File: src/rtl/hrvs_pkg.sv
// Shared types, constants and helpers for the HRV time-domain statistics block.
package hrvs_pkg;

  localparam int MAX_INTERVALS = 65536;
  localparam int IV_W    = 13;   // interval field width
  localparam int CNT_W   = 17;   // interval / above counters
  localparam int SUM_W   = 29;
  localparam int SQ_W    = 42;
  localparam int THR_W   = 10;
  localparam int DIV_W   = 64;   // dividend width of the serial divider
  localparam int DEN_W   = 17;
  localparam int ROOT_W  = 32;
  localparam int OUT_W   = 17;
  localparam int PNN_W   = 15;
  localparam int SQ_SPLIT = 21;  // square_sum split for the n * square_sum product

  localparam logic [THR_W-1:0] THR_RESET = 10'd50;
  localparam logic [14:0]      PNN_SCALE = 15'd25600;

  typedef struct packed {
    logic [IV_W-1:0] interval_ms;
    logic            carries_interval;
    logic            last;
  } in_item_t;

  typedef struct packed {
    logic [OUT_W-1:0] mean_q4;
    logic [OUT_W-1:0] sdnn_q4;
    logic [OUT_W-1:0] rmssd_q4;
    logic [OUT_W-1:0] nn50_count;
    logic [PNN_W-1:0] pnn50_q8;
    logic [OUT_W-1:0] count_out;
    logic             overflow;
  } out_item_t;

  // Closed run, handed from the front end to the back end
  typedef struct packed {
    logic [CNT_W-1:0] n;
    logic [SUM_W-1:0] sum;
    logic [SQ_W-1:0]  sumsq;
    logic [SQ_W-1:0]  diffsq;
    logic [CNT_W-1:0] above;
    logic             ovf;
  } run_snap_t;

  typedef enum logic [7:0] {
    ST_IDLE   = 8'b0000_0001,
    ST_MUL0   = 8'b0000_0010,
    ST_MUL1   = 8'b0000_0100,
    ST_DIV    = 8'b0000_1000,
    ST_DIVEND = 8'b0001_0000,
    ST_SQRT   = 8'b0010_0000,
    ST_SQEND  = 8'b0100_0000,
    ST_DONE   = 8'b1000_0000
  } back_state_t;

  typedef enum logic [2:0] {
    OP_MEAN = 3'd0,
    OP_VAR1 = 3'd1,
    OP_VAR2 = 3'd2,
    OP_RMS  = 3'd3,
    OP_PNN  = 3'd4
  } back_op_t;

  function automatic logic [OUT_W-1:0] sat17(input logic [DIV_W-1:0] v);
    sat17 = (v > DIV_W'({OUT_W{1'b1}})) ? {OUT_W{1'b1}} : v[OUT_W-1:0];
  endfunction

endpackage

File: src/rtl/hrvs_queue.sv
// Two-entry queue of closed runs between front and back ends.
module hrvs_queue import hrvs_pkg::*; (
  input  logic      clk,
  input  logic      rst,
  input  logic      push,
  input  run_snap_t push_data,
  output logic      full,
  input  logic      pop,
  output logic      empty,
  output run_snap_t pop_data
);

  run_snap_t  mem [2];
  logic       wptr, rptr;
  logic [1:0] cnt;

  assign full     = (cnt == 2'd2);
  assign empty    = (cnt == 2'd0);
  assign pop_data = mem[rptr];

  always_ff @(posedge clk) begin
    if (push) mem[wptr] <= push_data;
  end

  always_ff @(posedge clk) begin
    if (rst) begin
      wptr <= 1'b0; rptr <= 1'b0; cnt <= '0;
    end else begin
      if (push) wptr <= !wptr;
      if (pop)  rptr <= !rptr;
      cnt <= cnt + {1'b0, push} - {1'b0, pop};
    end
  end

endmodule

File: config.mk
export PLATFORM = sky130hd
export DESIGN_NAME = hrvs_queue
export DESIGN_NICKNAME = d
export VERILOG_FILES = /design/src/rtl/hrvs_pkg.sv /design/src/rtl/hrvs_queue.sv
export SDC_FILE = /design/constraint.sdc
export NUM_CORES = 1
export LEC_CHECK = 0
export ABC_AREA = 0
export BUFFER_PORTS_ARGS = -buffer_cell sky130_fd_sc_hd__buf_2
export CORE_UTILIZATION = 40
export DETAILED_ROUTE_END_ITERATION = 8
export PLACE_DENSITY = 0.68
export REMOVE_ABC_BUFFERS = 1
export SYNTH_ARGS = -nofsm -noshare
export SYNTH_HDL_FRONTEND = slang
export SYNTH_SLANG_ARGS = --single-unit
File: constraint.sdc
create_clock -name clk -period 10.97 [get_ports clk]
set_clock_uncertainty 0.2 [all_clocks]
set_input_delay 1.097 -clock clk [delete_from_list [all_inputs] [get_ports clk]]
set_output_delay 1.097 -clock clk [all_outputs]
set_load 0.01 [all_outputs]
* Yosys cells after proc, flatten, opt, wreduce, memory -nomap -nowiden *
Memories as Yosys holds them, arrays and structs flattened. A register that Yosys moved wholly into a read port is not among the register bits.
Cells that the tools add are included.

operators by class
  $add $sub $neg = 2
  equal/unequal tests = 1
  mux-type cells = 4
  reduce and logical (&&, ||, !) cells = 3

operators with widths
  operator                                     number
  1-bit two-way mux                            4
  2-bit by 1-bit adder with 2-bit output       1
  2-bit equality test, second input constant   1
  1-bit logical NOT                            2
  2-bit logical NOT                            1
  2-bit by 1-bit subtractor with 2-bit output  1

word-level totals
  flip-flop bits (word level) = 4
  bits in writable memories = 296
  input bits = 152
  output and inout bits = 150
  logic and storage cells = 14
  memories = 1

memory list
  name  words  bits a word  read ports  clocked after memory_dff  write ports  RTL line          RTL
  mem   2      148          1           1                         1            hrvs_queue.sv:13  run_snap_t mem [2];

* Longest topological paths before layout *
  word-level depth = 3
  gate-level depth with buffers = 6

* Least setup slack after synthesis *
OpenSTA, ideal clock, no wires.

  path type = input to register
  start point = input port push
  end point = memory mem[0][0] in the netlist's numbering (enable)
  library setup time = 0.675 ns
  arrival = 7.499 ns
  required time = 10.095 ns
  path slack = 2.595 ns
  cell stages on the path = 1
  cell sequence = nor2b_1

on the way
  longest elaborated chain between the ends = 2

RTL lines
  element                                  RTL line          RTL
  from (decl)                              hrvs_queue.sv:5   input logic push,
  1-bit two-way mux                        hrvs_queue.sv:22  if (push) mem[wptr] <= push_data;
  1-bit two-way mux (implied by the code)  hrvs_queue.sv:22
  to (decl)                                hrvs_queue.sv:13

No other way between the ends.

==> metrics.yaml <==
run_status:
  status: "completed"
synthesis:
  yosys-top-cells-area: "edfxtp_1 81%, mux2_2 15%, buf_6 1.2%, dfxtp_1 0.92%, ha_1 0.23%"
  syn_area_um2: 10900
  yosys-top-cells-count: "296 x edfxtp_1, 148 x mux2_2, 12 x buf_6, 5 x dfxtp_1, 5 x nor2_1"
  synth_top_family_by_area: "multiplexers"
  yosysUniqueCellTypes: 13
  synth-xor-area-share_pct: 0.366
  yosysSeqAreaShare_pct: 82.2
  synth_compound_area_share_pct: 0
  ys.warnings.count: 0
  synthAdderAreaFrac_pct: 0.229
  synth-seq-cells: 301
  synthFlopType: "edfxtp_1"
  synthSimpleGateAreaFrac_pct: 0.401
  synthMuxAreaShare_pct: 15.2
  avgSynthCellArea_um2: 22.7
  synth_top_area_share_pct: 81.3
  yosysMostFrequentCell: "edfxtp_1"
  synth_edf_count: 296
  async_reset_ff_share_pct: 0
  post-synth-top-area-cell: "edfxtp_1"
  synthCells: 481
critical_path:
  slowest_stage: "dfxtp_4"
  worst_ep_arrival_time_ps: 3090
  r2r_cells: 3
  crit_type: "reg -> out"
  cp_num_buf_inv: 2
  worstPathRequired_ps: 9670
  r2r_start: "wptr"
  rrSetupSlack_ps: 8130
  critical-path-max-stage-delay_ps: 1030
  cp-start-kind: "register"
  reg2reg_to: "mem[0][4]"
  crit_path_end_kind: "output port"
  path_cells: "buf_4 -> mux2_2 -> buf_2"
  cp_max_fo: 78
  cpLargestDelayFamily: "flip-flops"
grt:
  antenna_found_initial: 3
  grt_pass1_vias: 5747
  busiest_layer: "met2"
  grt_first_pass_wirelength_um: 30800
  use_met2_pct: 24.3
  use_met3_pct: 5.34
  met1_usage_pct: 16.2
  grt_max_degree: 79
  grtUsageTotal_pct: 14.1
  grt.overflow.total: 0
finish:
  post-route-util_pct: 50.8
  area_delta_synth_final_pct: 24.9
  drive_gt1_share_pct: 60.3
  final_cells: 1166
  nNetsFinal: 958
  design_area_um2: 13700
floorplanning:
  start_util_pct: 40.7
  dieArea_um2: 28000
  rows: 60
  die_y_um: 167
  die_w_um: 167
  pin_count: 302
  core_um2: 26900
timing:
  tns_ps: 0
  rsz0062_at_grt: "false"
  finalHoldViolCount: 0
  finalCritPeriodShare_pct: 40.0
  slew-limit-headroom_pct: 26.6
  period_needed_ps: 4380
  fin_ws_ps: 6590
  timing.fmax_mhz: 228
  setup_viol: 0
  drv_slew: 0
  hold_ws_ps: 310
  worst_pin_slew_ps: 1100
cts:
  clk_pin_slew_worst_paths_ps: 50
  cts_buffer_depth: 3
  postCtsHoldBufs: 0
  cts_buffers: 31
  ctsHtreeMaxLevel: 1
  clock_sinks: 301
  cts_tree: "built"
  root_buffer: "clkbuf_16"
  cts_setup_buffers: 0
  cts_resized: 0
  clk_latency_ps: 540
power_and_ir_drop:
  clkPwrFrac_pct: 36.4
  seqPwrFrac_pct: 53.4
  powerDensity_nw_per_um2: 188
  totalPowerFinal_mw: 2.57
  power.leakage_nw: 5.09
  combPwrFrac_pct: 10.2
  p_int_mw: 2.01
  swShare_pct: 21.9
  irDropWorstVdd_mv: 0.159
  p_sw_mw: 0.562
drt:
  viasPerCell: 4.71
  num_vias: 5488
  antenna_left: 0
  dr.pass1.iters: 4
  drc: 0
  wl_per_cell_um: 17.6
  drt_iter0_markers: 277
  drt-total-wl_um: 20600
placed_design:
  gp_congestion: 0.704
  port_buffers: 301
  place_area_um2: 12800
  pre_cts_ws_ps: 7020
  dpl.cell_count: 1112
  post-dp-hpwl_um: 13000
min_path:
  min_path_cells: 2
  hp-class: "reg -> reg"
  hp-start: "rptr"
flow_run:
  drv_cap: 0
==> how the worst max path moves through the flow <==
| stage | start | end | slack, ps | depth (start not counted) |
|---|---|---|---|---|
| 2_1_floorplan | push | mem[0][0] | 2600 | 1 |
| 3_3_place_gp | register | pop_data[3] | 7040 | 3 |
| 3_5_place_dp | register | pop_data[3] | 7020 | 3 |
| 4_1_cts | register | pop_data[3] | 6450 | 3 |
| 5_1_grt | register | pop_data[3] | 6340 | 3 |
| 6_report | register | pop_data[3] | 6590 | 3 |
==> power groups by stage <==
stage	registers (mW)	clock network, mW	logic (mW)
finish	1.37	0.933	0.263
global route	1.38	0.999	0.283
global placement	1.39	0	0.264
CTS	1.37	0.961	0.269
detailed placement	1.40	0	0.267
floorplan	1.41	0	0.147
==> kinds of logic (layout without fill, tap and decap cells) <==
logic type / Yosys count / after routing
simple gates: 9 / 9
mux: 148 / 148
xor+xnor: 3 / 3
flops: 301 / 301
fa+ha+maj: 2 / 2
other cells: 0 / 2
buf+inv: 18 / 360
==> metal layers <==
| layer | up-vias | wire [um] |
|---|---|---|
| met5 | - | 27 |
| li1 | 2566 | - |
| met4 | 4 | 589 |
| met3 | 44 | 1840 |
| met1 | 2671 | 7940 |
| met2 | 203 | 10200 |
==> layout by cell type (no fill, tap or decap) <==
cell and instances:
mux2_2 148, edfxtp_1 296, ha_1 2, nor2_1 5
nor2b_4 1, and2_4 1, bufinv_16 1, inv_1 2
clkinv_2 6, nor2b_1 2, dfxtp_1 4, clkbuf_16 31
xnor2_1 2, buf_2 301, clkbuf_1 6, diode_2 2
buf_4 5, xnor3_1 1, clkinv_1 7, dfxtp_4 1
inv_6 1
==> state kept, by name, indices dropped and copies added, names as in the netlist, named ones only <==
signal  cells
cnt         2
mem       296
rptr        1
wptr        1
==> tightest hold or removal path, delay by kind of cell, from the launching register on <==
family | cells | cell delay (ps)
flops | 1 | 320
xor+xnor | 1 | 80
simple gates | 1 | 70
==> layout make-up <==
type / count / area (um2)
Tap cell: 341 / 427
Multi-Input combinational cell: 162 / 1790
Antenna cell: 2 / 5.00
Timing Repair Buffer: 306 / 1540
Clock inverter: 15 / 95.1
Clock buffer: 37 / 798
Sequential cell: 301 / 8990
Inverter: 2 / 7.51
Fill cell: 2268 / 13200
Note: power is estimated with default switching activity, not from simulation.
