File: config.mk
export PLATFORM = sky130hd
export DESIGN_NAME = hrvs_back
export DESIGN_NICKNAME = d
export VERILOG_FILES = /design/src/rtl/hrvs_pkg.sv /design/src/rtl/hrvs_back.sv
export SDC_FILE = /design/constraint.sdc
export NUM_CORES = 2
export LEC_CHECK = 0
export ABC_CLOCK_PERIOD_IN_PS = 12070
export BUFFER_PORTS_ARGS = -buffer_cell sky130_fd_sc_hd__buf_2
export CAP_MARGIN = 20
export CELL_PAD_IN_SITES_DETAIL_PLACEMENT = 1
export CELL_PAD_IN_SITES_GLOBAL_PLACEMENT = 1
export CORE_MARGIN = 2
export CORE_UTILIZATION = 48
export DETAILED_ROUTE_END_ITERATION = 8
export GPL_ROUTABILITY_DRIVEN = 0
export PLACE_DENSITY = 0.89
export RECOVER_POWER = 50
export SYNTH_ARGS = -nofsm -noshare
export SYNTH_HDL_FRONTEND = slang
export SYNTH_SLANG_ARGS = --single-unit
File: constraint.sdc
create_clock -name clk -period 12.07 [get_ports clk]
set_input_delay 1.207 -clock clk [delete_from_list [all_inputs] [get_ports clk]]
set_output_delay 1.207 -clock clk [all_outputs]
set_load 0.1 [all_outputs]
File: src/rtl/hrvs_pkg.sv
// Shared types, constants and helpers for the HRV time-domain statistics block.
package hrvs_pkg;

  localparam int MAX_INTERVALS = 65536;
  localparam int IV_W    = 13;   // interval field width
  localparam int CNT_W   = 17;   // interval / above counters
  localparam int SUM_W   = 29;
  localparam int SQ_W    = 42;
  localparam int THR_W   = 10;
  localparam int DIV_W   = 64;   // dividend width of the serial divider
  localparam int DEN_W   = 17;
  localparam int ROOT_W  = 32;
  localparam int OUT_W   = 17;
  localparam int PNN_W   = 15;
  localparam int SQ_SPLIT = 21;  // square_sum split for the n * square_sum product

  localparam logic [THR_W-1:0] THR_RESET = 10'd50;
  localparam logic [14:0]      PNN_SCALE = 15'd25600;

  typedef struct packed {
    logic [IV_W-1:0] interval_ms;
    logic            carries_interval;
    logic            last;
  } in_item_t;

  typedef struct packed {
    logic [OUT_W-1:0] mean_q4;
    logic [OUT_W-1:0] sdnn_q4;
    logic [OUT_W-1:0] rmssd_q4;
    logic [OUT_W-1:0] nn50_count;
    logic [PNN_W-1:0] pnn50_q8;
    logic [OUT_W-1:0] count_out;
    logic             overflow;
  } out_item_t;

  // Closed run, handed from the front end to the back end
  typedef struct packed {
    logic [CNT_W-1:0] n;
    logic [SUM_W-1:0] sum;
    logic [SQ_W-1:0]  sumsq;
    logic [SQ_W-1:0]  diffsq;
    logic [CNT_W-1:0] above;
    logic             ovf;
  } run_snap_t;

  typedef enum logic [7:0] {
    ST_IDLE   = 8'b0000_0001,
    ST_MUL0   = 8'b0000_0010,
    ST_MUL1   = 8'b0000_0100,
    ST_DIV    = 8'b0000_1000,
    ST_DIVEND = 8'b0001_0000,
    ST_SQRT   = 8'b0010_0000,
    ST_SQEND  = 8'b0100_0000,
    ST_DONE   = 8'b1000_0000
  } back_state_t;

  typedef enum logic [2:0] {
    OP_MEAN = 3'd0,
    OP_VAR1 = 3'd1,
    OP_VAR2 = 3'd2,
    OP_RMS  = 3'd3,
    OP_PNN  = 3'd4
  } back_op_t;

  function automatic logic [OUT_W-1:0] sat17(input logic [DIV_W-1:0] v);
    sat17 = (v > DIV_W'({OUT_W{1'b1}})) ? {OUT_W{1'b1}} : v[OUT_W-1:0];
  endfunction

endpackage

File: src/rtl/hrvs_back.sv
// Back end: serial divides and square roots that turn run totals into statistics.
module hrvs_back import hrvs_pkg::*; (
  input  logic      clk,
  input  logic      rst,
  input  logic      q_empty,
  input  run_snap_t q_data,
  output logic      q_pop,
  output logic      out_valid,
  input  logic      out_ready,
  output out_item_t out_data
);

  back_state_t state;
  back_op_t    op;
  run_snap_t   run;
  logic [58:0] a;
  logic [57:0] b;
  logic [37:0] alo;
  logic [37:0] ahi;
  logic [31:0] pnn_num;
  out_item_t   res;
  logic        load_out;

  // serial divider
  logic [DIV_W-1:0] dnum;
  logic [DEN_W-1:0] dden, drem;
  logic [5:0]       dcnt;
  logic [DEN_W:0]   rsh;
  logic             dge;

  // serial square root
  logic [DIV_W-1:0]  sv;
  logic [ROOT_W+1:0] srem, r4, trial;
  logic [ROOT_W-1:0] sroot;
  logic [4:0]        scnt;
  logic              sge;

  assign rsh      = {drem, dnum[DIV_W-1]};
  assign dge      = (rsh >= {1'b0, dden});
  assign r4       = {srem[ROOT_W-1:0], sv[DIV_W-1 -: 2]};
  assign trial    = {sroot, 2'b01};
  assign sge      = (r4 >= trial);
  assign q_pop    = (state == ST_IDLE) && !q_empty;
  assign load_out = (state == ST_DONE) && (!out_valid || out_ready);

  // Output register valid flag
  always_ff @(posedge clk) begin
    if (rst) begin
      out_valid <= 1'b0;
    end else if (load_out) begin
      out_valid <= 1'b1;
    end else if (out_ready) begin
      out_valid <= 1'b0;
    end
  end

  always_ff @(posedge clk) begin
    if (rst) begin
      state     <= ST_IDLE;
      op        <= OP_MEAN;
    end else begin
      case (state)
        ST_IDLE: begin
          if (!q_empty) begin
            run   <= q_data;
            res   <= {{(3*OUT_W){1'b0}}, q_data.above, {PNN_W{1'b0}}, q_data.n, q_data.ovf};
            state <= (q_data.n == '0) ? ST_DONE : ST_MUL0;
          end
        end
        ST_MUL0: begin
          alo     <= run.n * run.sumsq[SQ_SPLIT-1:0];
          ahi     <= run.n * run.sumsq[SQ_W-1:SQ_SPLIT];
          b       <= run.sum * run.sum;
          pnn_num <= run.above * PNN_SCALE;
          state   <= ST_MUL1;
        end
        ST_MUL1: begin
          a <= 59'(alo) + {ahi, {SQ_SPLIT{1'b0}}};
          // mean = 16 * sum / n
          dnum <= DIV_W'({run.sum, 4'b0}); dden <= run.n; drem <= '0; dcnt <= '0;
          op <= OP_MEAN; state <= ST_DIV;
        end
        ST_DIV: begin
          drem <= dge ? DEN_W'(rsh - {1'b0, dden}) : DEN_W'(rsh);
          dnum <= {dnum[DIV_W-2:0], dge};
          dcnt <= dcnt + 1'b1;
          if (dcnt == 6'd63) state <= ST_DIVEND;
        end
        ST_DIVEND: begin
          drem <= '0; dcnt <= '0;
          state <= ST_DIV;
          case (op)
            OP_MEAN: begin
              res.mean_q4 <= sat17(dnum);
              if (a > 59'(b)) begin
                dnum <= DIV_W'(a - 59'(b)); dden <= run.n; op <= OP_VAR1;
              end else if (run.n > 17'd1) begin
                dnum <= DIV_W'({run.diffsq, 8'b0}); dden <= run.n - 1'b1; op <= OP_RMS;
              end else begin
                dnum <= DIV_W'(pnn_num); dden <= run.n; op <= OP_PNN;
              end
            end
            OP_VAR1: begin
              dnum <= {dnum[DIV_W-9:0], 8'b0}; dden <= run.n; op <= OP_VAR2;
            end
            OP_VAR2, OP_RMS: begin
              sv <= dnum; srem <= '0; sroot <= '0; scnt <= '0;
              state <= ST_SQRT;
            end
            OP_PNN: begin
              res.pnn50_q8 <= (dnum > DIV_W'({PNN_W{1'b1}})) ? {PNN_W{1'b1}}
                                                               : dnum[PNN_W-1:0];
              state <= ST_DONE;
            end
            default: state <= ST_DONE;
          endcase
        end
        ST_SQRT: begin
          srem  <= sge ? (r4 - trial) : r4;
          sroot <= {sroot[ROOT_W-2:0], sge};
          sv    <= {sv[DIV_W-3:0], 2'b00};
          scnt  <= scnt + 1'b1;
          if (scnt == 5'd31) state <= ST_SQEND;
        end
        ST_SQEND: begin
          drem <= '0; dcnt <= '0;
          state <= ST_DIV;
          if (op == OP_RMS) begin
            res.rmssd_q4 <= sat17(DIV_W'(sroot));
            dnum <= DIV_W'(pnn_num); dden <= run.n; op <= OP_PNN;
          end else begin
            res.sdnn_q4 <= sat17(DIV_W'(sroot));
            if (run.n > 17'd1) begin
              dnum <= DIV_W'({run.diffsq, 8'b0}); dden <= run.n - 1'b1; op <= OP_RMS;
            end else begin
              dnum <= DIV_W'(pnn_num); dden <= run.n; op <= OP_PNN;
            end
          end
        end
        ST_DONE: begin
          // hand off to the output register once it is free
          if (load_out) begin
            out_data  <= res;
            state     <= ST_IDLE;
          end
        end
        default: state <= ST_IDLE;
      endcase
    end
  end

endmodule

### Word-level counts from Yosys, hierarchy flattened

Cells that the tools add are included.
Widths: inputs -> output; s select.

* add/subtract/negate cells: 7
* multiply operators: 4
* $lt $le $gt $ge: 7
* eq/ne operators: 24
* mux-type cells: 47
* bitwise gates (word level): 2
* reductions and logical operators: 32

Operators by type and width (count)
* $pmux 64 s2: 2
* $pmux 64 s4: 1
* $mux 64: 3
* $mux 17: 9
* $pmux 32 s2: 2
* $pmux 17 s2: 3
* $mux 101: 1
* $mux 32: 3
* $mul 17x21->38: 2
* $pmux 34 s2: 1
* $gt 64x15->1 const B: 1
* $gt 64x17->1 const B: 1
* $sub 59x58->60: 1
* $add 38x59->59: 1
* $gt 59x58->1: 1
* $mul 29x29->58: 1
* $pmux 8 s7: 1
* $pmux 17 s3: 1
* $mux 50: 1
* $mux 8: 5
* $ge 34x34->1: 1
* $gt 32x17->1 const B: 1
* $sub 32x32->32: 1
* $mux 15: 2
* 46 further kinds: 77

* bits in registers: 779
* input port bits: 152
* output and inout bits: 103
* logic and storage cells: 156

### Depth between registers and ports, before layout

* depth in word-level cells: 5
* mapped depth: 33

### Least setup slack after synthesis

No wires, ideal clock.

* path type: input port to flip-flop
* start: input rst
* end: register out_data[0] (netlist name), enable pin
* data arrival time: 8.280 ns
* required time: 11.386 ns
* path slack: 3.105 ns
* stages on the path: 2
* path buffers: 1
* cells stage by stage: clkbuf_1 -> nor3_1

* longest elaborated chain between the ends: 2

Ends and longest elaborated chain
* start: declaration: line hrvs_back.sv:4 `input logic rst,`
* $not 1->1 (no line)
* $reduce_and 3->1 (no line)
* end signal: assignment: line hrvs_back.sv:143 `out_data <= res;`
* end: declaration: line hrvs_back.sv:10 `output out_item_t out_data`

No other way between the ends.
A chain may end at the register's enable or synchronous reset.

### Final worst setup path

* start: register run[108] (netlist name)
* end: register b[56], data pin

* longest elaborated chain between the ends: 1

Ends and longest elaborated chain
* start: declaration: line hrvs_back.sv:15 `run_snap_t run;`
* start signal: assignment: line hrvs_back.sv:65 `run <= q_data;`
* $mul 29x29->58: line hrvs_back.sv:73 `b <= run.sum * run.sum;`
* end signal: assignment: line hrvs_back.sv:73
* end: declaration: line hrvs_back.sv:17 `logic [57:0] b;`

No other way between the ends.

==> out/results.ini <==
[cts]
cts.sinks=778
clock_latency_ns=0.77
clkSlewWorstSetupHoldPaths_ns=0.07
tritoncts=built
numCtsBuffers=92
cts_hold_buf=0
cts_resized=0
cts_setup_buffers=0
clockRootBuffer=clkbuf_16
htree_levels=3
clockBufferDepth=3

[min_path]
holdPathStages=0
hold_class=reg2reg
hp-start=res[93]$_DFFE_PP_

[synthesis]
avgSynthCellArea_um2=10.1
syn-num-nets=10400
synth_area_um2=84400
ys_ff_latch=778
synth_cell_type_count=96
async_flop_share_pct=0
yosys.area_share.simple_pct=12.5
synth_top_family_by_area=adder cells
synth-xor-area-share_pct=3.16
synth_compound_area_share_pct=7.53
synthFlopType=edfxtp_1
synth_fa_ha_area_share_pct=39.4
synth_edf_count=766
ys.warnings.count=0
muxShareOfSynthArea_pct=0.793
synth_seq_area_share_pct=27.6
syn_inst=8343

[worst_setup_path]
startpoint=run[108]$_DFFE_PP_
end_kind=flop
critPathRequiredTime_ns=12.58
r2r.worst_path.cells=26
r2r-start=run[108]$_DFFE_PP_
crit_path_max_fanout=24
worstSetupPathType=reg2reg
critPathArrivalTime_ns=11.30
critPathLaunchType=flop

[final_layout]
fill_cells=19200
seq_area_um2=23200
area_growth_pct=7.66
multi_input_area_um2=53500
layout.nets=10500
drive_above_1_share_pct=4.61

[sta]
slew-limit-headroom_pct=-198
rsz0062_at_grt=false
drv_slew=1099
max_freq_mhz=92.7
period_minus_slack_ns=10.79
hold_viol=0
setup_viol=0
finClkSkew_ns=0.0799
tightest_slew_ns=4.47
finalCritPeriodShare_pct=89.4
setup-tns-final_ns=0

[placed_design]
dp_hpwl_um=213000
port_buffers=254

[drt]
finalWirelength_um=296000
wl_per_cell_um=27.3
drtIter0Drc=6336
vias=65400
drc=8
ant_nets=0
drt_first_pass_iters=9
viasPerCell=6.02

[grt]
grt_pass1_vias=75300
grt_usage_pct=33.3
grt_max_degree=78
overflow=0
grt_pass1_wl_um=452000
antenna_found_initial=34

[floorplanning]
fp.dieArea_um2=179000
row_count=153
start_util_pct=48.4
dieHeight_um=423
core_area_um2=174000
fp.dieW_um=423
ioPinCount=255

[run]
max_cap_viol_count=23

[outcome]
violations=design-rule violations, max-capacitance violations, max-slew violations
status=complete, but fails checks

==> worst max-delay path: stages (launching register included) <==
cell and delay [ns]:
edfxtp_1 0.34, buf_4 0.42, clkinv_1 0.80, nor2_1 0.88, inv_1 0.17, fa_1 0.57, inv_1 0.07, fa_1 0.48
fa_1 0.54, fa_1 0.55, fa_1 0.62, fa_1 0.54, fa_1 0.53, ha_1 0.35, ha_1 0.45, nand4_1 0.25
nor4_1 0.68, nand2_1 0.17, a211oi_1 0.50, o31ai_1 0.27, a21boi_1 0.29, nor2_1 0.13, o2111ai_1 0.21, a21o_1 0.23
nand2_1 0.09, o21ai_0 0.26, xor2_1 0.11
==> kinds of logic (layout without fill, tap and decap cells) <==
family | Yosys count | after routing
simple gates | 2274 | 2274
buf+inv | 2028 | 2207
fa+ha+maj | 1909 | 1909
compound gates | 984 | 984
flops | 778 | 778
xor+xnor | 304 | 304
mux | 66 | 66
other cells | 0 | 8
==> sequential cells by signal, indices dropped and copies added (netlist names), 22 cells and up <==
register  cells
sroot        32
out_data    101
pnn_num      22
dnum         64
ahi          38
run         113
alo          38
sv           64
b            57
srem         32
a            59
res         101
==> routing by layer <==
metal,global-route usage (%),wire (um),vias up
li1,-,-,26600
met1,36.5,98400,33000
met2,55.1,141000,3983
met3,9.11,28600,1736
met4,25.4,27500,36
met5,0,255,-
==> final cells by class <==
type / instances / share of cell area [%]
diodes: 8 / 0.0220
clock buffers: 106 / 2.62
clock inverters: 66 / 0.740
repair buffers: 347 / 1.89
well taps: 2325 / 3.20
multi-input cells: 5537 / 59.0
inverters: 1688 / 6.98
flip-flops and latches: 778 / 25.6
==> through the flow <==
stage                     util, %  worst slack, ns  cells  area, um2  hold WS [ns]
after detailed placement     50.5             2.34  10700      88000         0.406
after floorplan                 -             3.11   8343      84400         0.400
final                        52.1             1.28  10900      90800         0.420
after global routing         52.1             1.37  10800      90800         0.421
after CTS                    52.3             2.00  10800      91000         0.421
after global placement       50.5             2.91  10700      88000         0.402
==> path summary, 6_finish.rpt <==
| kind | endpoint | slack [ns] |
|---|---|---|
| max | b[56]$_DFFE_PP_ | 1.28 |
| min reg2reg | out_data[93]$_DFFE_PP_ | 0.42 |
| max reg2reg | b[56]$_DFFE_PP_ | 1.28 |
| min | out_data[93]$_DFFE_PP_ | 0.42 |
==> cells in the final DEF, fill, tap and decap left out, types with 14 or more instances in the layout <==
| master | instances |
|---|---|
| xnor2_1 | 199 |
| buf_2 | 117 |
| xor2_1 | 105 |
| nand2b_1 | 42 |
| o21ai_1 | 42 |
| nor4_1 | 23 |
| or3_1 | 15 |
| clkbuf_16 | 93 |
| buf_4 | 62 |
| nor3_1 | 59 |
| and2_1 | 417 |
| clkinv_2 | 14 |
| nand2_1 | 1068 |
| inv_1 | 1686 |
| a31oi_1 | 19 |
| nand4_1 | 39 |
| o21a_1 | 36 |
| ha_1 | 668 |
| o21bai_1 | 34 |
| a21o_1 | 143 |
| a211oi_1 | 24 |
| a221oi_1 | 19 |
| and3_1 | 30 |
| clkinv_1 | 22 |
| o21ai_0 | 156 |
| a22oi_1 | 34 |
| fa_1 | 1241 |
| o211ai_1 | 23 |
| nor2b_1 | 49 |
| a21oi_1 | 317 |
| mux2i_1 | 59 |
| nor2_1 | 397 |
| nand3_1 | 59 |
| clkbuf_1 | 177 |
| edfxtp_1 | 766 |
==> cell usage after synthesis (12+ instances only) <==
library cell,instances,area share [%]
o211ai_1,23,0.20
o31ai_1,12,0.11
fa_1,1241,29
edfxtp_1,766,27
xor2_1,105,1.1
dfxtp_1,12,0.28
a31oi_1,19,0.14
mux2i_1,59,0.70
a21o_1,143,1.3
xnor2_1,199,2.1
inv_1,1686,7.5
o21ai_0,156,0.93
o21a_1,36,0.32
nand2b_1,42,0.31
nand4_1,39,0.29
nand2_1,1068,4.8
and2_1,425,3.2
nor2_1,400,1.8
o21bai_1,34,0.30
a221oi_1,19,0.20
nor3_1,59,0.35
or2_2,12,0.089
and3_1,30,0.22
a21oi_1,320,1.9
nor2b_1,51,0.38
a211oi_1,24,0.21
a22oi_1,34,0.30
nand3_1,59,0.35
o21ai_1,42,0.25
clkbuf_1,305,1.4
ha_1,668,9.9
buf_2,17,0.10
nor4_1,24,0.18
or3_1,15,0.11
Power is left out: the tool's default activity adds up to more than one toggle a clock period on the data nets, which glitch-free logic cannot reach.
