--- src/rtl/hrvs_pkg.sv ---
// Shared types, constants and helpers for the HRV time-domain statistics block.
package hrvs_pkg;

  localparam int MAX_INTERVALS = 65536;
  localparam int IV_W    = 13;   // interval field width
  localparam int CNT_W   = 17;   // interval / above counters
  localparam int SUM_W   = 29;
  localparam int SQ_W    = 42;
  localparam int THR_W   = 10;
  localparam int DIV_W   = 64;   // dividend width of the serial divider
  localparam int DEN_W   = 17;
  localparam int ROOT_W  = 32;
  localparam int OUT_W   = 17;
  localparam int PNN_W   = 15;
  localparam int SQ_SPLIT = 21;  // square_sum split for the n * square_sum product

  localparam logic [THR_W-1:0] THR_RESET = 10'd50;
  localparam logic [14:0]      PNN_SCALE = 15'd25600;

  typedef struct packed {
    logic [IV_W-1:0] interval_ms;
    logic            carries_interval;
    logic            last;
  } in_item_t;

  typedef struct packed {
    logic [OUT_W-1:0] mean_q4;
    logic [OUT_W-1:0] sdnn_q4;
    logic [OUT_W-1:0] rmssd_q4;
    logic [OUT_W-1:0] nn50_count;
    logic [PNN_W-1:0] pnn50_q8;
    logic [OUT_W-1:0] count_out;
    logic             overflow;
  } out_item_t;

  // Closed run, handed from the front end to the back end
  typedef struct packed {
    logic [CNT_W-1:0] n;
    logic [SUM_W-1:0] sum;
    logic [SQ_W-1:0]  sumsq;
    logic [SQ_W-1:0]  diffsq;
    logic [CNT_W-1:0] above;
    logic             ovf;
  } run_snap_t;

  typedef enum logic [7:0] {
    ST_IDLE   = 8'b0000_0001,
    ST_MUL0   = 8'b0000_0010,
    ST_MUL1   = 8'b0000_0100,
    ST_DIV    = 8'b0000_1000,
    ST_DIVEND = 8'b0001_0000,
    ST_SQRT   = 8'b0010_0000,
    ST_SQEND  = 8'b0100_0000,
    ST_DONE   = 8'b1000_0000
  } back_state_t;

  typedef enum logic [2:0] {
    OP_MEAN = 3'd0,
    OP_VAR1 = 3'd1,
    OP_VAR2 = 3'd2,
    OP_RMS  = 3'd3,
    OP_PNN  = 3'd4
  } back_op_t;

  function automatic logic [OUT_W-1:0] sat17(input logic [DIV_W-1:0] v);
    sat17 = (v > DIV_W'({OUT_W{1'b1}})) ? {OUT_W{1'b1}} : v[OUT_W-1:0];
  endfunction

endpackage

--- src/rtl/hrvs_front.sv ---
// Front end: takes intervals, updates the running sums, closes a run on last.
module hrvs_front import hrvs_pkg::*; (
  input  logic             clk,
  input  logic             rst,
  input  logic             in_valid,
  output logic             in_ready,
  input  in_item_t         in_data,
  input  logic             cfg_wr_en,
  input  logic [THR_W-1:0] cfg_wr_data,
  input  logic             q_full,
  output logic             q_push,
  output run_snap_t        q_data
);

  logic [THR_W-1:0] thr;
  logic [CNT_W-1:0] count;
  logic [SUM_W-1:0] sum;
  logic [SQ_W-1:0]  sumsq;
  logic [IV_W-1:0]  prev;
  logic [SQ_W-1:0]  diffsq;
  logic [CNT_W-1:0] above;
  logic             ovf;

  logic             take, full_cap, has_prev;
  logic [IV_W-1:0]  x, d;
  logic [2*IV_W-1:0] xx, dd;
  run_snap_t        nxt;

  assign in_ready = !q_full;
  assign take     = in_valid && in_ready;
  assign x        = in_data.interval_ms;
  assign full_cap = (count == CNT_W'(MAX_INTERVALS));
  assign has_prev = (count != '0);
  assign d        = (x >= prev) ? (x - prev) : (prev - x);
  assign xx       = x * x;
  assign dd       = d * d;

  // Run totals after this item's interval
  always_comb begin
    nxt.n      = count;
    nxt.sum    = sum;
    nxt.sumsq  = sumsq;
    nxt.diffsq = diffsq;
    nxt.above  = above;
    nxt.ovf    = ovf;
    if (in_data.carries_interval) begin
      if (full_cap) begin
        nxt.ovf = 1'b1;
      end else begin
        nxt.n     = count + 1'b1;
        nxt.sum   = sum + SUM_W'(x);
        nxt.sumsq = sumsq + SQ_W'(xx);
        if (has_prev) begin
          nxt.diffsq = diffsq + SQ_W'(dd);
          if (d > IV_W'(thr)) nxt.above = above + 1'b1;
        end
      end
    end
  end

  assign q_push = take && in_data.last;
  assign q_data = nxt;

  // Threshold register
  always_ff @(posedge clk) begin
    if (rst) begin
      thr <= THR_RESET;
    end else if (cfg_wr_en) begin
      thr <= cfg_wr_data;
    end
  end

  // Accumulators; cleared when the run closes
  always_ff @(posedge clk) begin
    if (rst) begin
      count <= '0; sum <= '0; sumsq <= '0; prev <= '0;
      diffsq <= '0; above <= '0; ovf <= 1'b0;
    end else if (take) begin
      if (in_data.last) begin
        count <= '0; sum <= '0; sumsq <= '0; prev <= '0;
        diffsq <= '0; above <= '0; ovf <= 1'b0;
      end else begin
        count  <= nxt.n;
        sum    <= nxt.sum;
        sumsq  <= nxt.sumsq;
        diffsq <= nxt.diffsq;
        above  <= nxt.above;
        ovf    <= nxt.ovf;
        if (in_data.carries_interval && !full_cap) prev <= x;
      end
    end
  end

endmodule

--- config.mk ---
export PLATFORM = sky130hd
export DESIGN_NAME = hrvs_front
export DESIGN_NICKNAME = d
export VERILOG_FILES = /design/src/rtl/hrvs_pkg.sv /design/src/rtl/hrvs_front.sv
export SDC_FILE = /design/constraint.sdc
export NUM_CORES = 1
export LEC_CHECK = 0
export ABC_AREA = 1
export ABC_CLOCK_PERIOD_IN_PS = 9600
export BUFFER_PORTS_ARGS = -buffer_cell sky130_fd_sc_hd__buf_2
export CORE_MARGIN = 5
export CORE_UTILIZATION = 55
export CTS_CLUSTER_SIZE = 25
export DETAILED_ROUTE_END_ITERATION = 8
export PLACE_DENSITY = 0.85
export SLEW_MARGIN = 20
export SYNTH_ARGS = -nofsm -noshare
export SYNTH_HDL_FRONTEND = slang
export SYNTH_SLANG_ARGS = --single-unit
--- constraint.sdc ---
create_clock -name clk -period 9.6 [get_ports clk]
set_input_delay 0 -clock clk [delete_from_list [all_inputs] [get_ports clk]]
set_output_delay 0 -clock clk [all_outputs]
set_load 0.05 [all_outputs]
# Yosys cells after proc, flatten, opt, wreduce, memory -nomap -nowiden
# Index checks and enable logic that the tools add are counted.
[op_classes]
add_sub_neg = 7
n_mul = 2
order_cmp = 2
eq_ne = 1
muxes = 14
reduce_logical = 8
[op_table]
columns = ["operator", "n"]
rows = [
  ["$mux 148", 1],
  ["$mux 147", 1],
  ["$add 42x26->42", 2],
  ["$mux 42", 2],
  ["$mux 59", 1],
  ["$mul 13x13->26", 2],
  ["$mux 17", 3],
  ["$mux 13", 3],
  ["$add 17x1->17 const B", 2],
  ["$add 29x13->29", 1],
  ["$mux 29", 1],
  ["$sub 13x13->13", 2],
  ["$eq 17x17->1 const B", 1],
  ["$reduce_bool 17->1", 1],
  ["$ge 13x13->1", 1],
  ["$gt 13x10->1", 1],
  ["$logic_and 1x1->1", 3],
  ["$logic_not 1->1", 2],
  ["$mux 1", 2],
  ["$reduce_and 2->1", 1],
  ["$reduce_bool 2->1", 1],
]
[totals]
reg_bits = 171
inputBits = 30
word_cells = 42

# Depth between registers and ports, before layout
# Gate-level depths: netlist (run 1).
[depth]
word_depth = 8
depth_mapped = 43
ltp_nobuf = 41

# Worst setup path after synthesis (run 1)
# Ideal clock, no wire load.
[synth_timing]
path_kind = "register to register"
start = "register prev[8]"
end = "register diffsq[13]"
t_arrival_ns = 7.935
slack_ns = 1.595
stages_incl_launch_ff = 32
period_less_slack_ns = 8.005
path_cell_list = "dfxtp_1 > ha_1 > buf_6 > a21oi_2 > nand2_2 > a21oi_4 > nand3_2 > buf_2 > nand2_1 > o21ai_0 > nand2_1 > nand2_1 > xnor2_1 > inv_1 > nand2_1 > fa_1 > fa_1 > inv_1 > fa_1 > fa_1 > fa_1 > inv_1 > fa_1 > inv_1 > ha_1 > a21oi_1 > o21a_1 > a21boi_0 > xor2_1 > o21ai_0 > nand2_1 > a21oi_1"
[synth_lines]
columns = ["element", "line_no", "text"]
rows = [
  ["start, declared", "hrvs_front.sv:19", "logic [IV_W-1:0] prev;"],
  ["start signal, assigned", "hrvs_front.sv:76", "count <= '0; sum <= '0; sumsq <= '0; prev <= '0;"],
  ["start signal, assigned", "hrvs_front.sv:80", "count <= '0; sum <= '0; sumsq <= '0; prev <= '0;"],
  ["start signal, assigned", "hrvs_front.sv:89", "if (in_data.carries_interval && !full_cap) prev <= x;"],
  ["end signal, assigned", "hrvs_front.sv:86", "diffsq <= nxt.diffsq;"],
  ["end, declared", "hrvs_front.sv:20", "logic [SQ_W-1:0] diffsq;"],
]

==> impl_metrics.env, run 1 <==
export IMPL_drive_above_1_share_pct=7.96
export IMPL_multi_input_area_sq_mm=0.0159
export IMPL_die_w_um=212
export IMPL_cts_clk_slew_worst_paths_ns=0.07
export IMPL_finalNetCount=3845
export IMPL_globalplace_congestion=0.987
export IMPL_worstReg2RegEnd="diffsq[41]"
export IMPL_min_period_over_period_pct=93.4
export IMPL_fin_skew_ns=0.0144
export IMPL_ys_ff_latch=171
export IMPL_worst_ep_arrival_time_ns=8.97
export IMPL_slew_headroom_pct=33.1
export IMPL_drc=0
export IMPL_ctsHoldBuffers=19
export IMPL_crit_top_cell="nand2_1"
export IMPL_utilization_pct=60.3
export IMPL_max_freq_ghz=0.112
export IMPL_cp_max_fo=14
export IMPL_r2r_start="prev[2]"
export IMPL_post_cts_setup_buffer_count=0
export IMPL_grt_util_all_layers_pct=26.9
export IMPL_cp_end_kind="primary output"
export IMPL_worstSetupStartpointType="flip-flop"
export IMPL_antennaDiodeCount=0
export IMPL_htreeDepth=4
export IMPL_hp_start="cfg_wr_en"
export IMPL_synth_area_sq_mm=0.0224
export IMPL_numCtsBuffers=17
export IMPL_core_sq_mm=0.0406
export IMPL_synth_warnings=0
export IMPL_hold_viol=0
export IMPL_whs_endpoint="thr[7]"
export IMPL_max_cap_violations=0
export IMPL_final_common_cell="nand2_1"
export IMPL_port_buffers=179
export IMPL_hold_slack_ns=0.0328
export IMPL_place_hpwl_um=46200
export IMPL_antenna_found_initial=0
export IMPL_dieArea_sq_mm=0.0449
export IMPL_viasPerCell=5.25
export IMPL_cts_root_buf="clkbuf_16"
export IMPL_initial_utilization_pct=55.2
export IMPL_whs_path_depth=3
export IMPL_insertion_delay_ns=0.48
export IMPL_cpPeakStageDelay_ns=0.62
export IMPL_worst_slew_pin_slew_ns=1.00
export IMPL_reg2reg_slack_ns=1.10
export IMPL_finalSetupViolCount=0
export IMPL_hp_class="input pin to flip-flop"
export IMPL_syn_to_final_growth_pct=9.17
export IMPL_regArea_sq_mm=0.00342
export IMPL_syn_num_nets=3711
export IMPL_drt_pass1_iterations=8
export IMPL_cts_sinks=171
export IMPL_cp_required_ns=9.60
export IMPL_layout_cells_most_common_list="814 x nand2_1, 709 x inv_1, 296 x a21oi_1"
export IMPL_rsz0062_at_grt="no"
export IMPL_num_io_pins=180
export IMPL_clock_path_buffers=2
export IMPL_path_class="flip-flop to primary output"
export IMPL_period_needed_ns=8.97
export IMPL_routed_wl_um=59600
export IMPL_maxSlewViolCount=0
export IMPL_final_fill_count=3640
export IMPL_synth_cells=3233
export IMPL_outcome="finished, final reports clean"
export IMPL_syn_area_per_cell_sq_um=6.93
export IMPL_first_global_vias=20000
export IMPL_dr_first_iter_drc_count=1674
export IMPL_grt_pass1_wl_um=98200
export IMPL_wire_per_inst_um=15.2
export IMPL_cts_resized=0
export IMPL_vias=20500
export IMPL_synth_cell_types=48
export IMPL_grt_ovfl_total=0
export IMPL_drtAntennaViolNets=0
export IMPL_crit_slowest_cell="xnor2_1"
export IMPL_num_rows=74
export IMPL_fp_dieH_um=212
export IMPL_cts_tree="yes"
export IMPL_yosysSeqAreaShare_pct=15.3
export IMPL_tns_ns=0
export IMPL_reg2regPathDepth=35
export IMPL_grt_max_degree=92
-- critical path: cells and delay by family, from the launching register on --
family,cells,cell delay [ns]
fa+ha+maj,8,3.71
simple gates,14,1.70
compound gates,5,1.11
buf+inv,5,0.88
xor+xnor,2,0.77
flops,1,0.32
-- metal layers --
| metal | vias to the layer above | GRT usage (%) | wire length, um |
|---|---|---|---|
| li1 | 10100 | - | - |
| met4 | 0 | 9.02 | 1950 |
| met5 | - | 0 | 0 |
| met1 | 9552 | 36.5 | 26100 |
| met3 | 137 | 6.54 | 4820 |
| met2 | 691 | 42.4 | 26700 |
-- area by class of cell --
class / count / area share [%]
Timing Repair Buffer: 210 / 4.84
Clock buffer: 17 / 1.74
Inverter: 724 / 11.1
Tap cell: 532 / 2.72
Sequential cell: 171 / 14.0
Multi-Input combinational cell: 2243 / 65.0
Clock inverter: 15 / 0.624
-- state kept, by name, indices dropped and copies added, names as in the netlist --
| signal | cells |
|---|---|
| thr | 10 |
| diffsq | 42 |
| prev | 13 |
| sumsq | 42 |
| above | 17 |
| ovf | 1 |
| count | 17 |
| sum | 29 |
-- synth_stat cells, drive strengths merged --
library cell,count,area share [%]
o2111ai,1,0.039
o21a,4,0.13
o211ai,2,0.067
a221oi,1,0.039
ha,211,12
nand3b,11,0.37
inv,722,12
clkbuf,84,1.4
a21boi,3,0.10
nor3,25,0.56
o21bai,10,0.34
a21o,3,0.10
o221ai,2,0.078
o22ai,14,0.39
xor2,70,2.8
nand2,830,14
nand4,33,0.95
nor2,208,3.6
o21ai,104,2.3
fa,237,21
nor3b,1,0.034
nand3,82,1.9
xnor2,55,2.2
a21oi,300,6.8
and2,7,0.20
mux2i,1,0.045
dfxtp,171,15
clkinv,2,0.034
conb,1,0.017
nor4,12,0.34
or2,4,0.11
a31oi,9,0.25
buf,11,0.32
o31ai,1,0.034
a31o,1,0.039
-- metrics by stage --
step / instance area, sq um / worst slack [ns] / std cells
floorplan: 22400 / 1.59 / 3233
global placement: 23700 / 1.16 / 3861
detailed placement: 23700 / 1.00 / 3861
CTS: 24400 / 0.713 / 3912
global route: 24400 / 0.0508 / 3912
finish: 24400 / 0.633 / 3912
-- worst max-delay path by stage --
| stage | endpoint | from | cells after the start |
|---|---|---|---|
| 5_1_grt | q_data[59] | prev[2] | 34 |
| 3_5_place_dp | diffsq[41] | in_data[6] | 37 |
| 6_report | q_data[59] | prev[2] | 34 |
| 2_1_floorplan | diffsq[13] | prev[8] | 31 |
| 3_3_place_gp | q_data[59] | in_data[6] | 33 |
| 4_1_cts | q_data[59] | prev[12] | 33 |
-- cell families after synthesis --
logic type                 synth area share [%]
AOI/OAI and AO/OA                          10.7
xor gates and xnor gates                   4.92
adders and majority gates                  33.0
buffers and inverters                      13.9
DFF                                        15.3
muxes                                    0.0447
other                                    0.0167
and+or+nand+nor                            22.2
Power of run 1 is left out: the tool's default activity adds up to more than one toggle a clock period on the data nets, which glitch-free logic cannot reach.
==> run 2: changes to the inputs <==
Settings changed: BUFFER_PORTS_ARGS -buffer_cell sky130_fd_sc_hd__buf_2 to unset, DONT_BUFFER_PORTS set to 1, PLACE_DENSITY 0.85 to 0.81, REMOVE_ABC_BUFFERS set to 1, SLEW_MARGIN 20 to 10.
==> run 2 against run 1 <==
Compared with the run above: register-to-register slack lost 0.06 ns; critical path depth shrank 3; non-clock buffer count shrank 126; hold slack gained 0.020 ns; worst setup slack gained 0.11 ns; via count shrank 1.9%; critical endpoint is now q_data[44]; core utilization shrank 1.2 points; cell count shrank 3.2%; final area shrank 2.0%; count of clock-buffer cells in the layout grew 3; fmax grew 1.2%; first-iteration DRC count shrank 15%.
==> impl_metrics.env, run 2 (synthesis results as in run 1) <==
export IMPL_antennaDiodeCount=0
export IMPL_hp_start="in_data[5]"
export IMPL_largestRegisters="diffsq (42), sumsq (42), sum (29)"
export IMPL_crit_slowest_cell="ha_1"
export IMPL_r2r_start="prev[0]"
export IMPL_first_global_vias=19900
export IMPL_hp_class="input pin to flip-flop"
export IMPL_finalSetupViolCount=0
export IMPL_worst_slew_pin_slew_ns=1.28
export IMPL_cp_required_ns=9.60
export IMPL_max_cap_violations=0
export IMPL_final_common_cell="nand2_1"
export IMPL_reg2reg_slack_ns=1.04
export IMPL_place_hpwl_um=46700
export IMPL_slew_headroom_pct=14.3
export IMPL_post_cts_setup_buffer_count=0
export IMPL_routed_wl_um=61400
export IMPL_insertion_delay_ns=0.50
export IMPL_wire_per_inst_um=16.2
export IMPL_core_sq_mm=0.0406
export IMPL_globalplace_congestion=0.970
export IMPL_whs_path_depth=5
export IMPL_whs_endpoint="sum[3]"
export IMPL_drt_pass1_iterations=6
export IMPL_max_freq_ghz=0.113
export IMPL_antenna_found_initial=0
export IMPL_cts_tree="yes"
export IMPL_cpPeakStageDelay_ns=0.56
export IMPL_critical_path_buf_inv_count=5
export IMPL_utilization_pct=59.1
export IMPL_worstReg2RegEnd="diffsq[32]"
export IMPL_die_w_um=212
export IMPL_rsz0062_at_grt="no"
export IMPL_crit_top_cell="nand2_1"
export IMPL_htreeDepth=4
export IMPL_drive_above_1_share_pct=4.12
export IMPL_fp_dieH_um=212
export IMPL_cts_clk_slew_worst_paths_ns=0.08
export IMPL_cp_top_family="adder cells"
export IMPL_dr_first_iter_drc_count=1430
export IMPL_grt_pass1_wl_um=100000
export IMPL_fin_skew_ns=0.0132
export IMPL_cts_root_buf="clkbuf_16"
export IMPL_syn_to_final_growth_pct=6.97
export IMPL_grt_util_all_layers_pct=27.8
export IMPL_tns_ns=0
export IMPL_clock_path_buffers=2
export IMPL_grt_ovfl_total=0
export IMPL_numCtsBuffers=17
export IMPL_cts_sinks=171
export IMPL_outcome="finished, final reports clean"
export IMPL_dieArea_sq_mm=0.0449
export IMPL_vias=20100
export IMPL_worst_path_stages=31
export IMPL_cts_resized=0
export IMPL_maxSlewViolCount=0
export IMPL_num_io_pins=180
export IMPL_initial_utilization_pct=55.2
export IMPL_ctsHoldBuffers=26
export IMPL_reg2regPathDepth=31
export IMPL_layout_cells_most_common_list="814 x nand2_1, 709 x inv_1, 296 x a21oi_1"
export IMPL_worstSetupStartpointType="flip-flop"
export IMPL_drtAntennaViolNets=0
export IMPL_min_period_over_period_pct=92.3
export IMPL_viasPerCell=5.32
export IMPL_cp_max_fo=14
export IMPL_cp_end_kind="primary output"
export IMPL_hold_viol=0
export IMPL_period_needed_ns=8.86
export IMPL_path_class="flip-flop to primary output"
export IMPL_drc=0
export IMPL_port_buffers=0
export IMPL_worst_ep_arrival_time_ns=8.86
export IMPL_grt_max_degree=166
export IMPL_num_rows=74
export IMPL_finalNetCount=3719
[run 2: final cells by class]
cell class / count / area (sq um)
Sequential cell: 171 / 3420
Fill cell: 3742 / 16600
Timing Repair Buffer: 84 / 716
Tap cell: 532 / 666
Clock inverter: 12 / 105
Multi-Input combinational cell: 2243 / 15900
Clock buffer: 20 / 447
Inverter: 724 / 2720
[run 2: worst max-delay path by stage]
stage | endpoint | startpoint | slack, ns
floorplan | prev[0] | q_full | 0.23
CTS | q_data[44] | prev[12] | 0.81
global route | q_data[59] | prev[8] | 0.24
global placement | diffsq[32] | prev[8] | 1.25
finish | q_data[44] | prev[0] | 0.74
detailed placement | diffsq[41] | prev[12] | 1.09
[run 2: per-stage QoR]
step | std cells | hold slack (ns) | cell area, sq um | setup slack (ns)
final | 3786 | 0.0525 | 24000 | 0.740
after global routing | 3786 | 0.0936 | 24000 | 0.242
after CTS | 3785 | 0.00990 | 23900 | 0.814
after detailed placement | 3727 | 0.0943 | 23100 | 1.09
after global placement | 3727 | 0.0920 | 23100 | 1.25
after floorplan | 3138 | 0.0624 | 22000 | 0.227
[run 2: layer usage]
layer,GRT usage (%),share of wire (%)
met3,7.25,8.4
met5,0,0
met1,35.9,42
met4,10.2,3.3
met2,45.1,46
[run 2: worst reg2reg max path, delay by kind of cell, from the launching register on]
kind / cells / cell delay [ns]
xor gates and xnor gates: 1 / 0.55
DFF: 1 / 0.32
buffers and inverters: 4 / 0.62
AOI/OAI and AO/OA: 4 / 0.87
and+or+nand+nor: 14 / 2.18
adders and majority gates: 8 / 3.93
Power of run 2 is left out for the same reason.
